File: src/rtl/psu_pkg.sv
// ---------------------------------------------------------------------------
// psu_pkg: shared types and codes for the positional array store
// Command and status codes, the per-cell control word and field widths.
// ---------------------------------------------------------------------------
`timescale 1ns / 1ps

package psu_pkg;

    // field widths
    localparam int POS_W    = 7;
    localparam int DATA_W   = 32;
    localparam int INDEX_W  = 6;
    localparam int CMD_W    = 3;
    localparam int STATUS_W = 2;

    // build-time defaults
    localparam int DEF_CAPACITY = 64;
    localparam int MAX_RESULTS  = 64;

    // command codes
    localparam logic [CMD_W-1:0] CMD_CLEAR  = 3'd0;
    localparam logic [CMD_W-1:0] CMD_INSERT = 3'd1;
    localparam logic [CMD_W-1:0] CMD_DELETE = 3'd2;
    localparam logic [CMD_W-1:0] CMD_SEARCH = 3'd3;
    localparam logic [CMD_W-1:0] CMD_DUMP   = 3'd4;

    // status codes
    localparam logic [STATUS_W-1:0] ST_OK        = 2'd0;
    localparam logic [STATUS_W-1:0] ST_BAD       = 2'd1;
    localparam logic [STATUS_W-1:0] ST_NOT_FOUND = 2'd2;
    localparam logic [STATUS_W-1:0] ST_EMPTY     = 2'd3;

    // what every cell does with its entry
    typedef enum logic [1:0] {
        CM_HOLD,
        CM_INSERT,
        CM_DELETE,
        CM_ROTATE
    } t_cell_mode;

    // control word broadcast along the chain
    typedef struct packed {
        t_cell_mode                mode;
        logic [POS_W-1:0]          pos;
        logic signed [DATA_W-1:0]  value;
    } t_cell_ctrl;

endpackage

File: src/rtl/psu_cell.sv
// ---------------------------------------------------------------------------
// psu_cell: one storage cell of the positional array store
// Holds one entry and takes its next value from itself, its left or right
// neighbor, or the broadcast value, as the control word and its place say.
// ---------------------------------------------------------------------------
`timescale 1ns / 1ps

module psu_cell
    import psu_pkg::*;
#(
    parameter int IDX = 0
) (
    input  logic                     i_clk,
    input  t_cell_ctrl               i_ctrl,
    input  logic signed [DATA_W-1:0] i_left,
    input  logic signed [DATA_W-1:0] i_right,
    output logic signed [DATA_W-1:0] o_data
);

    logic signed [DATA_W-1:0] r_data;
    logic signed [DATA_W-1:0] n_data;

    // pick the next entry value
    always_comb begin
        n_data = r_data;
        case (i_ctrl.mode)
            CM_INSERT: begin
                if (IDX == int'(i_ctrl.pos)) begin
                    n_data = i_ctrl.value;
                end else if (IDX > int'(i_ctrl.pos)) begin
                    n_data = i_left;
                end
            end
            CM_DELETE: begin
                if (IDX >= int'(i_ctrl.pos)) begin
                    n_data = i_right;
                end
            end
            CM_ROTATE: begin
                n_data = i_right;
            end
            default: begin
                n_data = r_data;
            end
        endcase
    end

    // entry storage, no reset needed
    always_ff @(posedge i_clk) begin
        r_data <= n_data;
    end

    assign o_data = r_data;

endmodule

File: src/rtl/positional_array_store_unit.sv
// ---------------------------------------------------------------------------
// positional_array_store_unit: ordered list of signed words in a cell chain
// Clear, insert, delete, search and dump over a row of cells that shift
// left or right together; search and dump rotate the row once around.
// ---------------------------------------------------------------------------
//  channel | signals                                  | direction
//  --------+------------------------------------------+----------
//  in      | i_in_valid, o_in_ready, i_cmd,           | in
//          | i_position, i_value                      |
//  out     | o_out_valid, i_out_ready, o_status,      | out
//          | o_index, o_data, o_last                  |
//
//  clear, insert, delete and bad commands do not rotate: the whole chain
//  shifts in the cycle the word is taken, and the result is registered.
//  search and dump rotate the chain once around through cell 0;
//  a search then presents its result from S_SEND. dump rotation pauses
//  while a dumped word waits on the output; the rotation counter ends it.
//  reset clears the count and control only; entries need no clearing pass.
// ---------------------------------------------------------------------------
`timescale 1ns / 1ps

module positional_array_store_unit
    import psu_pkg::*;
#(
    parameter int CAPACITY = DEF_CAPACITY
) (
    input  logic                     i_clk,
    input  logic                     i_rst_n,
    input  logic                     i_in_valid,
    output logic                     o_in_ready,
    input  logic [CMD_W-1:0]         i_cmd,
    input  logic [POS_W-1:0]         i_position,
    input  logic signed [DATA_W-1:0] i_value,
    output logic                     o_out_valid,
    input  logic                     i_out_ready,
    output logic [STATUS_W-1:0]      o_status,
    output logic [INDEX_W-1:0]       o_index,
    output logic signed [DATA_W-1:0] o_data,
    output logic                     o_last
);

    localparam int CNT_BITS = $clog2(CAPACITY + 1);
    localparam int CW       = (CNT_BITS > POS_W) ? CNT_BITS : POS_W;

    typedef enum logic [1:0] {
        S_IDLE,
        S_ROTATE,
        S_SEND
    } t_state;

    t_state                   r_state;
    logic [CW-1:0]            r_count;
    logic [CW-1:0]            r_k;
    logic [CW-1:0]            r_n;
    logic                     r_is_dump;
    logic                     r_found;
    logic [INDEX_W-1:0]       r_hit;
    logic signed [DATA_W-1:0] r_val;
    logic                     r_out_valid;
    logic [STATUS_W-1:0]      r_status;
    logic [INDEX_W-1:0]       r_index;
    logic signed [DATA_W-1:0] r_data;
    logic                     r_last;

    logic                     w_in_acc;
    logic                     w_out_free;
    logic                     w_emit;
    logic                     w_adv;
    logic                     w_last_k;
    logic [CW-1:0]            w_pos;
    logic                     w_ins_ok;
    logic                     w_del_ok;
    logic signed [DATA_W-1:0] w_head;
    t_cell_ctrl               w_ctrl;
    logic signed [DATA_W-1:0] w_cell [CAPACITY];

    // handshake and step conditions
    assign w_out_free = !r_out_valid || i_out_ready;
    assign o_in_ready = (r_state == S_IDLE) && w_out_free;
    assign w_in_acc   = i_in_valid && o_in_ready;
    assign w_pos      = CW'(i_position);
    assign w_ins_ok   = (w_pos <= r_count) && (r_count < CW'(CAPACITY));
    assign w_del_ok   = w_pos < r_count;
    assign w_head     = w_cell[0];
    assign w_emit     = r_is_dump && (r_k < r_n);
    assign w_adv      = (r_state == S_ROTATE) && (!w_emit || w_out_free);
    assign w_last_k   = r_k == CW'(CAPACITY - 1);

    // control word for the chain
    always_comb begin
        w_ctrl.mode  = CM_HOLD;
        w_ctrl.pos   = i_position;
        w_ctrl.value = i_value;
        if (w_in_acc) begin
            case (i_cmd)
                CMD_INSERT: begin
                    if (w_ins_ok) begin
                        w_ctrl.mode = CM_INSERT;
                    end
                end
                CMD_DELETE: begin
                    if (w_del_ok) begin
                        w_ctrl.mode = CM_DELETE;
                    end
                end
                default: begin
                    w_ctrl.mode = CM_HOLD;
                end
            endcase
        end
        if (w_adv) begin
            w_ctrl.mode = CM_ROTATE;
        end
    end

    // row of cells, last one wraps to cell 0 for rotation
    for (genvar g = 0; g < CAPACITY; g++) begin : g_cell
        logic signed [DATA_W-1:0] w_left;
        logic signed [DATA_W-1:0] w_right;
        if (g == 0) begin : g_first
            assign w_left = '0;
        end else begin : g_mid_l
            assign w_left = w_cell[g-1];
        end
        if (g == CAPACITY - 1) begin : g_wrap
            assign w_right = w_cell[0];
        end else begin : g_mid_r
            assign w_right = w_cell[g+1];
        end
        psu_cell #(
            .IDX (g)
        ) u_cell (
            .i_clk   (i_clk),
            .i_ctrl  (w_ctrl),
            .i_left  (w_left),
            .i_right (w_right),
            .o_data  (w_cell[g])
        );
    end

    // command sequencer and output register
    always_ff @(posedge i_clk) begin
        if (!i_rst_n) begin
            r_state     <= S_IDLE;
            r_count     <= '0;
            r_k         <= '0;
            r_is_dump   <= 1'b0;
            r_found     <= 1'b0;
            r_out_valid <= 1'b0;
        end else begin
            if (r_out_valid && i_out_ready) begin
                r_out_valid <= 1'b0;
            end
            case (r_state)
                S_IDLE: begin
                    if (w_in_acc) begin
                        r_k         <= '0;
                        r_found     <= 1'b0;
                        r_val       <= i_value;
                        r_is_dump   <= (i_cmd == CMD_DUMP);
                        r_n         <= (r_count > CW'(MAX_RESULTS)) ?
                                       CW'(MAX_RESULTS) : r_count;
                        r_out_valid <= 1'b1;
                        r_status    <= ST_OK;
                        r_index     <= '0;
                        r_data      <= '0;
                        r_last      <= 1'b1;
                        case (i_cmd)
                            CMD_CLEAR: begin
                                r_count <= '0;
                            end
                            CMD_INSERT: begin
                                if (w_ins_ok) begin
                                    r_count <= r_count + CW'(1);
                                end else begin
                                    r_status <= ST_BAD;
                                end
                            end
                            CMD_DELETE: begin
                                if (w_del_ok) begin
                                    r_count <= r_count - CW'(1);
                                end else begin
                                    r_status <= ST_BAD;
                                end
                            end
                            CMD_SEARCH: begin
                                if (r_count == '0) begin
                                    r_status <= ST_NOT_FOUND;
                                end else begin
                                    r_out_valid <= 1'b0;
                                    r_state     <= S_ROTATE;
                                end
                            end
                            CMD_DUMP: begin
                                if (r_count == '0) begin
                                    r_status <= ST_EMPTY;
                                end else begin
                                    r_out_valid <= 1'b0;
                                    r_state     <= S_ROTATE;
                                end
                            end
                            default: begin
                                r_status <= ST_BAD;
                            end
                        endcase
                    end
                end
                S_ROTATE: begin
                    if (w_adv) begin
                        r_k <= r_k + CW'(1);
                        if (w_emit) begin
                            r_out_valid <= 1'b1;
                            r_status    <= ST_OK;
                            r_index     <= r_k[INDEX_W-1:0];
                            r_data      <= w_head;
                            r_last      <= (r_k == r_n - CW'(1));
                        end
                        if (!r_is_dump && !r_found && (r_k < r_count) &&
                            (w_head == r_val)) begin
                            r_found <= 1'b1;
                            r_hit   <= r_k[INDEX_W-1:0];
                        end
                        if (w_last_k) begin
                            r_state <= r_is_dump ? S_IDLE : S_SEND;
                        end
                    end
                end
                S_SEND: begin
                    if (w_out_free) begin
                        r_out_valid <= 1'b1;
                        r_status    <= r_found ? ST_OK : ST_NOT_FOUND;
                        r_index     <= r_found ? r_hit : '0;
                        r_data      <= r_found ? r_val : '0;
                        r_last      <= 1'b1;
                        r_state     <= S_IDLE;
                    end
                end
                default: begin
                    r_state <= S_IDLE;
                end
            endcase
        end
    end

    assign o_out_valid = r_out_valid;
    assign o_status    = r_status;
    assign o_index     = r_index;
    assign o_data      = r_data;
    assign o_last      = r_last;

    // count never passes the capacity
    a_count_range: assert property (@(posedge i_clk) disable iff (!i_rst_n)
        r_count <= CW'(CAPACITY))
        else $error("count above capacity");

    // no word taken while the chain rotates
    a_busy_no_accept: assert property (@(posedge i_clk) disable iff (!i_rst_n)
        (r_state != S_IDLE) |-> !o_in_ready)
        else $error("input taken while busy");

    // a clear empties the list
    a_clear_empties: assert property (@(posedge i_clk) disable iff (!i_rst_n)
        (w_in_acc && (i_cmd == CMD_CLEAR)) |=> (r_count == '0))
        else $error("clear left entries");

    // every non-ok result is a single, final word
    a_err_last: assert property (@(posedge i_clk) disable iff (!i_rst_n)
        (r_out_valid && (r_status != ST_OK)) |-> (r_last && (r_index == '0)))
        else $error("error result not final");

endmodule
File: config.mk
export PLATFORM = sky130hd
export DESIGN_NAME = positional_array_store_unit
export DESIGN_NICKNAME = d
export VERILOG_FILES = /design/src/rtl/psu_pkg.sv /design/src/rtl/psu_cell.sv /design/src/rtl/positional_array_store_unit.sv
export SDC_FILE = /design/constraint.sdc
export NUM_CORES = 2
export LEC_CHECK = 0
export BUFFER_PORTS_ARGS = -buffer_cell sky130_fd_sc_hd__buf_2
export CORE_ASPECT_RATIO = 0.5
export CORE_MARGIN = 1
export CORE_UTILIZATION = 40
export CTS_CLUSTER_SIZE = 14
export DETAILED_ROUTE_END_ITERATION = 16
export SYNTH_ARGS = -nofsm -noshare
export SYNTH_HDL_FRONTEND = slang
export SYNTH_SLANG_ARGS = --single-unit
File: constraint.sdc
create_clock -name i_clk -period 7 [get_ports i_clk]
set_clock_uncertainty 0.05 [all_clocks]
set_input_delay 0.7 -clock i_clk [delete_from_list [all_inputs] [get_ports i_clk]]
set_output_delay 0.7 -clock i_clk [all_outputs]
set_load 0.02 [all_outputs]
==> results.md <==
- Outcome: finished, final reports clean
- Htree depth: 4
- Standard cell area after detailed placement: 0.1288 mm^2
- Area growth syn-to-layout: 8.729%
- Worst IR Drop VDD: around 0.21 mV
- Post-DP HPWL: roughly 200 mm
- Kind of start point of the critical path: flip-flop
- Cts bufs inserted: between 200 and 250
- Unique cell type count in the Yosys netlist: 72
- Async set-reset flop share out of synthesis: 0%
- Net count of the finished layout: 7,425
- Critical-path maximum fanout: 32
- Fraction of met2 tracks used by global routing: 27.82%
- Buf+Inv Stages, Crit Path: 3
- Critical-path top delay cell: sky130_fd_sc_hd__o22ai_4
- Post CTS Setup Buffer Count: 0
- Number of buffers inserted for hold repair after clock tree synthesis: 1
- Port buffer count: 88
- Gate family responsible for the most delay along the worst path: buffers and inverters
- Post-CTS clock slew at the launch and capture registers of the worst setup and hold paths: about 0.07 ns
- Fraction of layout instances using a drive strength above 1: about three fifths
- Clk Latency, worst-skew pair: just under 0.9 ns
- Cell count along the critical path: 10
- Number of enable flip-flop cells after synthesis: between 2k and 2.5k
- Area contributors post-synth: sky130_fd_sc_hd__edfxtp_1, sky130_fd_sc_hd__mux2_4, sky130_fd_sc_hd__mux2_2
- Largest net degree at the start of global routing: 97
- Total of endpoints with negative setup slack in the final report: 0
- Area of all placed cells without fillers: 0.1354 mm^2
- Worst-case register-to-register setup slack: 2.42 ns
- Die Wd: ~790 um
- Die Footprint: between 0.3 and 0.4 mm^2
- Number of remaining DRC errors: 0
- Hold Vio Cnt, Final: 0
- Met3 capacity usage during global routing: 2.610%
- Type of the tightest min-delay check: primary input to flip-flop
- Clock period minus final worst setup slack: around 4.6 ns
- Number of max-slew violations in the final report: 0
- CTS tree: done
- Post-route setup TNS: 0 ns
- RSZ-0062 raised after global routing: false
- Number of warnings reported in the yosys synthesis log: 0
- Die span in y: ~400 um
- Maximum buffer depth of the clock tree: 4
- I/O pin count: 89
- Average footprint of a synthesized cell: 16.58 um^2
- F_max: between 200 and 250 MHz
- Post_cts resized: 0
- Via count: 64.63k
- Most utilized layer in the global route result: met1
- Leakage: slightly above 50 nW
- Capture instance of the worst register-to-register path: g_cell[52].u_cell.o_data[5]
- Cells traversed along the worst timing path: inv_1, ha_1, nand2_1, o21ai_0, nor2_1, o22ai_4, buf_4, nand2b_1, o31ai_4, buf_4
- Leading register cell type out of synthesis: sky130_fd_sc_hd__edfxtp_1
- Initial antenna violation count: 11
- Final weighted congestion in routability-driven placement: ~0.79
- Global-route wire length before repair: 465.4 mm
- Leading cell type in the layout, fill and taps excluded: sky130_fd_sc_hd__mux2_2
- Longest individual stage delay on the worst path: approximately 0.73 ns
- Library cell appearing most often on the critical path: sky130_fd_sc_hd__buf_4
- Crit path required time: approximately 7.5 ns
- Net count after synthesis: between 7k and 8k
- Total power per unit cell area: roughly 250 mW/mm^2
- Wire length after detailed routing: between 300 and 400 mm
- Floorplan Core Area: between 0.3 and 0.4 mm^2
- Data arrival time at the worst-slack endpoint: 5.08 ns
- Count of max-cap constraint violations: 0
- Number of cell rows: roughly 140
- Number of nets still failing antenna checks after routing: 0
- Global-route congestion overflow total: 0
- Starting density of the core: between 40% and 50%
- Violation count after the first detailed-routing iteration: about 5.8k
- Relative slew margins: between 10% and 20%
- Per-cell via count in the routed design: about 5.5
- Share of synthesized area occupied by flip-flops and latches: between 50% and 60%
- PnR Total Power: 34.34 mW
- Kind of end point of the critical path: flip-flop
- Highest-count cells in the layout ignoring fill and taps: sky130_fd_sc_hd__mux2_2, sky130_fd_sc_hd__edfxtp_1, sky130_fd_sc_hd__mux2_4
- WS Path Type: flip-flop to flip-flop
- Buffer cell driving the clock tree root: sky130_fd_sc_hd__clkbuf_16
- TritonCTS sink count: around 2.2k
- Cells after synthesis: 7,512
- CP startpoint: r_count[6]
- Largest area contributor in the netlist: sky130_fd_sc_hd__edfxtp_1
- Syn Std Cell Area: 0.1246 mm^2
- Yosys top cell area share: approximately half
- Detailed-route wire length per cell: 26.75 um
- Vias in the first global route: roughly 66k
- Cell depth of the worst flop-to-flop path: 10
- Source of the worst register-to-register timing path: r_count[6]
- Detailed-routing iteration count for the pre-antenna-repair pass: 5
- Met1 global-route usage: just over 30%
- Transition at the pin with the smallest max-transition slack: 1.234 ns
- Overall routing resource usage: a little under 20%
- Ratio of final minimum period to clock period: approximately 65%
- Flip-flop and latch count after synthesis: 2,153
- Capture point of the worst path: g_cell[52].u_cell.o_data[5]
==> kinds of logic after synthesis <==
kind of cell	share of synthesized area (%)
muxes	41.87
DFF	51.75
buffers and inverters	3.464
and+or+nand+nor	1.288
AOI/OAI and AO/OA	0.9874
xor gates and xnor gates	0.3023
adders and majority gates	0.3375
==> layer usage <==
layer | routed length, um | share of wire [%]
met5 | 0 | 0
met4 | 4778 | 1.5
met3 | 16650 | 5.3
met2 | 131700 | 42
met1 | 159100 | 51
==> Yosys cell counts, types with 5 or more instances <==
master                        n
sky130_fd_sc_hd__a31oi_1      6
sky130_fd_sc_hd__ha_1        32
sky130_fd_sc_hd__and2_1       8
sky130_fd_sc_hd__nor2_1      63
sky130_fd_sc_hd__xor2_1       5
sky130_fd_sc_hd__a21o_1       9
sky130_fd_sc_hd__and3_1       6
sky130_fd_sc_hd__or3_1        6
sky130_fd_sc_hd__a21oi_1     41
sky130_fd_sc_hd__mux2_4    1699
sky130_fd_sc_hd__o21ai_0     57
sky130_fd_sc_hd__clkbuf_1   350
sky130_fd_sc_hd__mux2_1     224
sky130_fd_sc_hd__o31ai_1     13
sky130_fd_sc_hd__nand2_1     76
sky130_fd_sc_hd__dfxtp_1     19
sky130_fd_sc_hd__a22oi_1     38
sky130_fd_sc_hd__inv_1       32
sky130_fd_sc_hd__buf_2       98
sky130_fd_sc_hd__buf_6      192
sky130_fd_sc_hd__or4_1        7
sky130_fd_sc_hd__nor2b_1     44
sky130_fd_sc_hd__nor2_2       5
sky130_fd_sc_hd__nor3_1       8
sky130_fd_sc_hd__edfxtp_1  2134
sky130_fd_sc_hd__buf_4        8
sky130_fd_sc_hd__nand3_1     14
sky130_fd_sc_hd__nand2b_1    10
sky130_fd_sc_hd__mux2_2    2138
sky130_fd_sc_hd__nand4_1     11
sky130_fd_sc_hd__nor3_2       6
sky130_fd_sc_hd__mux2i_1      5
sky130_fd_sc_hd__buf_1       45
sky130_fd_sc_hd__xnor2_1     38
==> worst min-delay path by stage <==
stage	start	end	slack [ns]	depth (start not counted)
after floorplan	r_count[2]	r_count[2]	0.41	2
after global placement	r_count[4]	r_count[4]	0.43	2
after detailed placement	r_count[3]	r_count[3]	0.44	2
after CTS	i_rst_n	r_state[0]	0.07	2
after global routing	i_rst_n	r_k[0]	0.10	2
final	i_rst_n	r_state[0]	0.15	2
==> registers in the layout (all words and copies together), names as in the netlist <==
register	cells
g_cell.u_cell.o_data	2048
o_data	32
o_index	6
o_last	1
o_out_valid	1
o_status	2
r_count	7
r_found	1
r_hit	6
r_is_dump	1
r_k	7
r_n	7
r_state	2
r_val	32
==> metrics by stage <==
stage	hold WS, ns	setup WS [ns]	instances	utilization [%]
floorplan	0.4071	1.128	7512	-
global placement	0.4294	1.984	11282	41.70
detailed placement	0.4378	2.020	11282	41.70
CTS	0.07182	2.491	11672	43.86
global route	0.1022	2.217	11672	43.86
finish	0.1459	2.424	11674	43.86
==> final cells by class <==
class	count	area (um^2)
clock inverter	110	813.3
sequential	2153	64460
timing repair buffer	303	2565
clock buffer	279	5831
inverter	32	120.1
tap	4161	5206
multi-input combinational	4634	56440
antenna	2	5.005
fill	27207	173400
==> power breakdown <==
| group | internal [mW] | leakage [nW] | switching, mW |
|---|---|---|---|
| Sequential | 15.9 | 19.5 | 0.671 |
| Combinational | 3.47 | 28.9 | 2.90 |
| Clock | 6.26 | 3.25 | 5.18 |
| Total | 25.6 | 51.6 | 8.75 |
No activity file was read; power rests on OpenSTA's default activity.
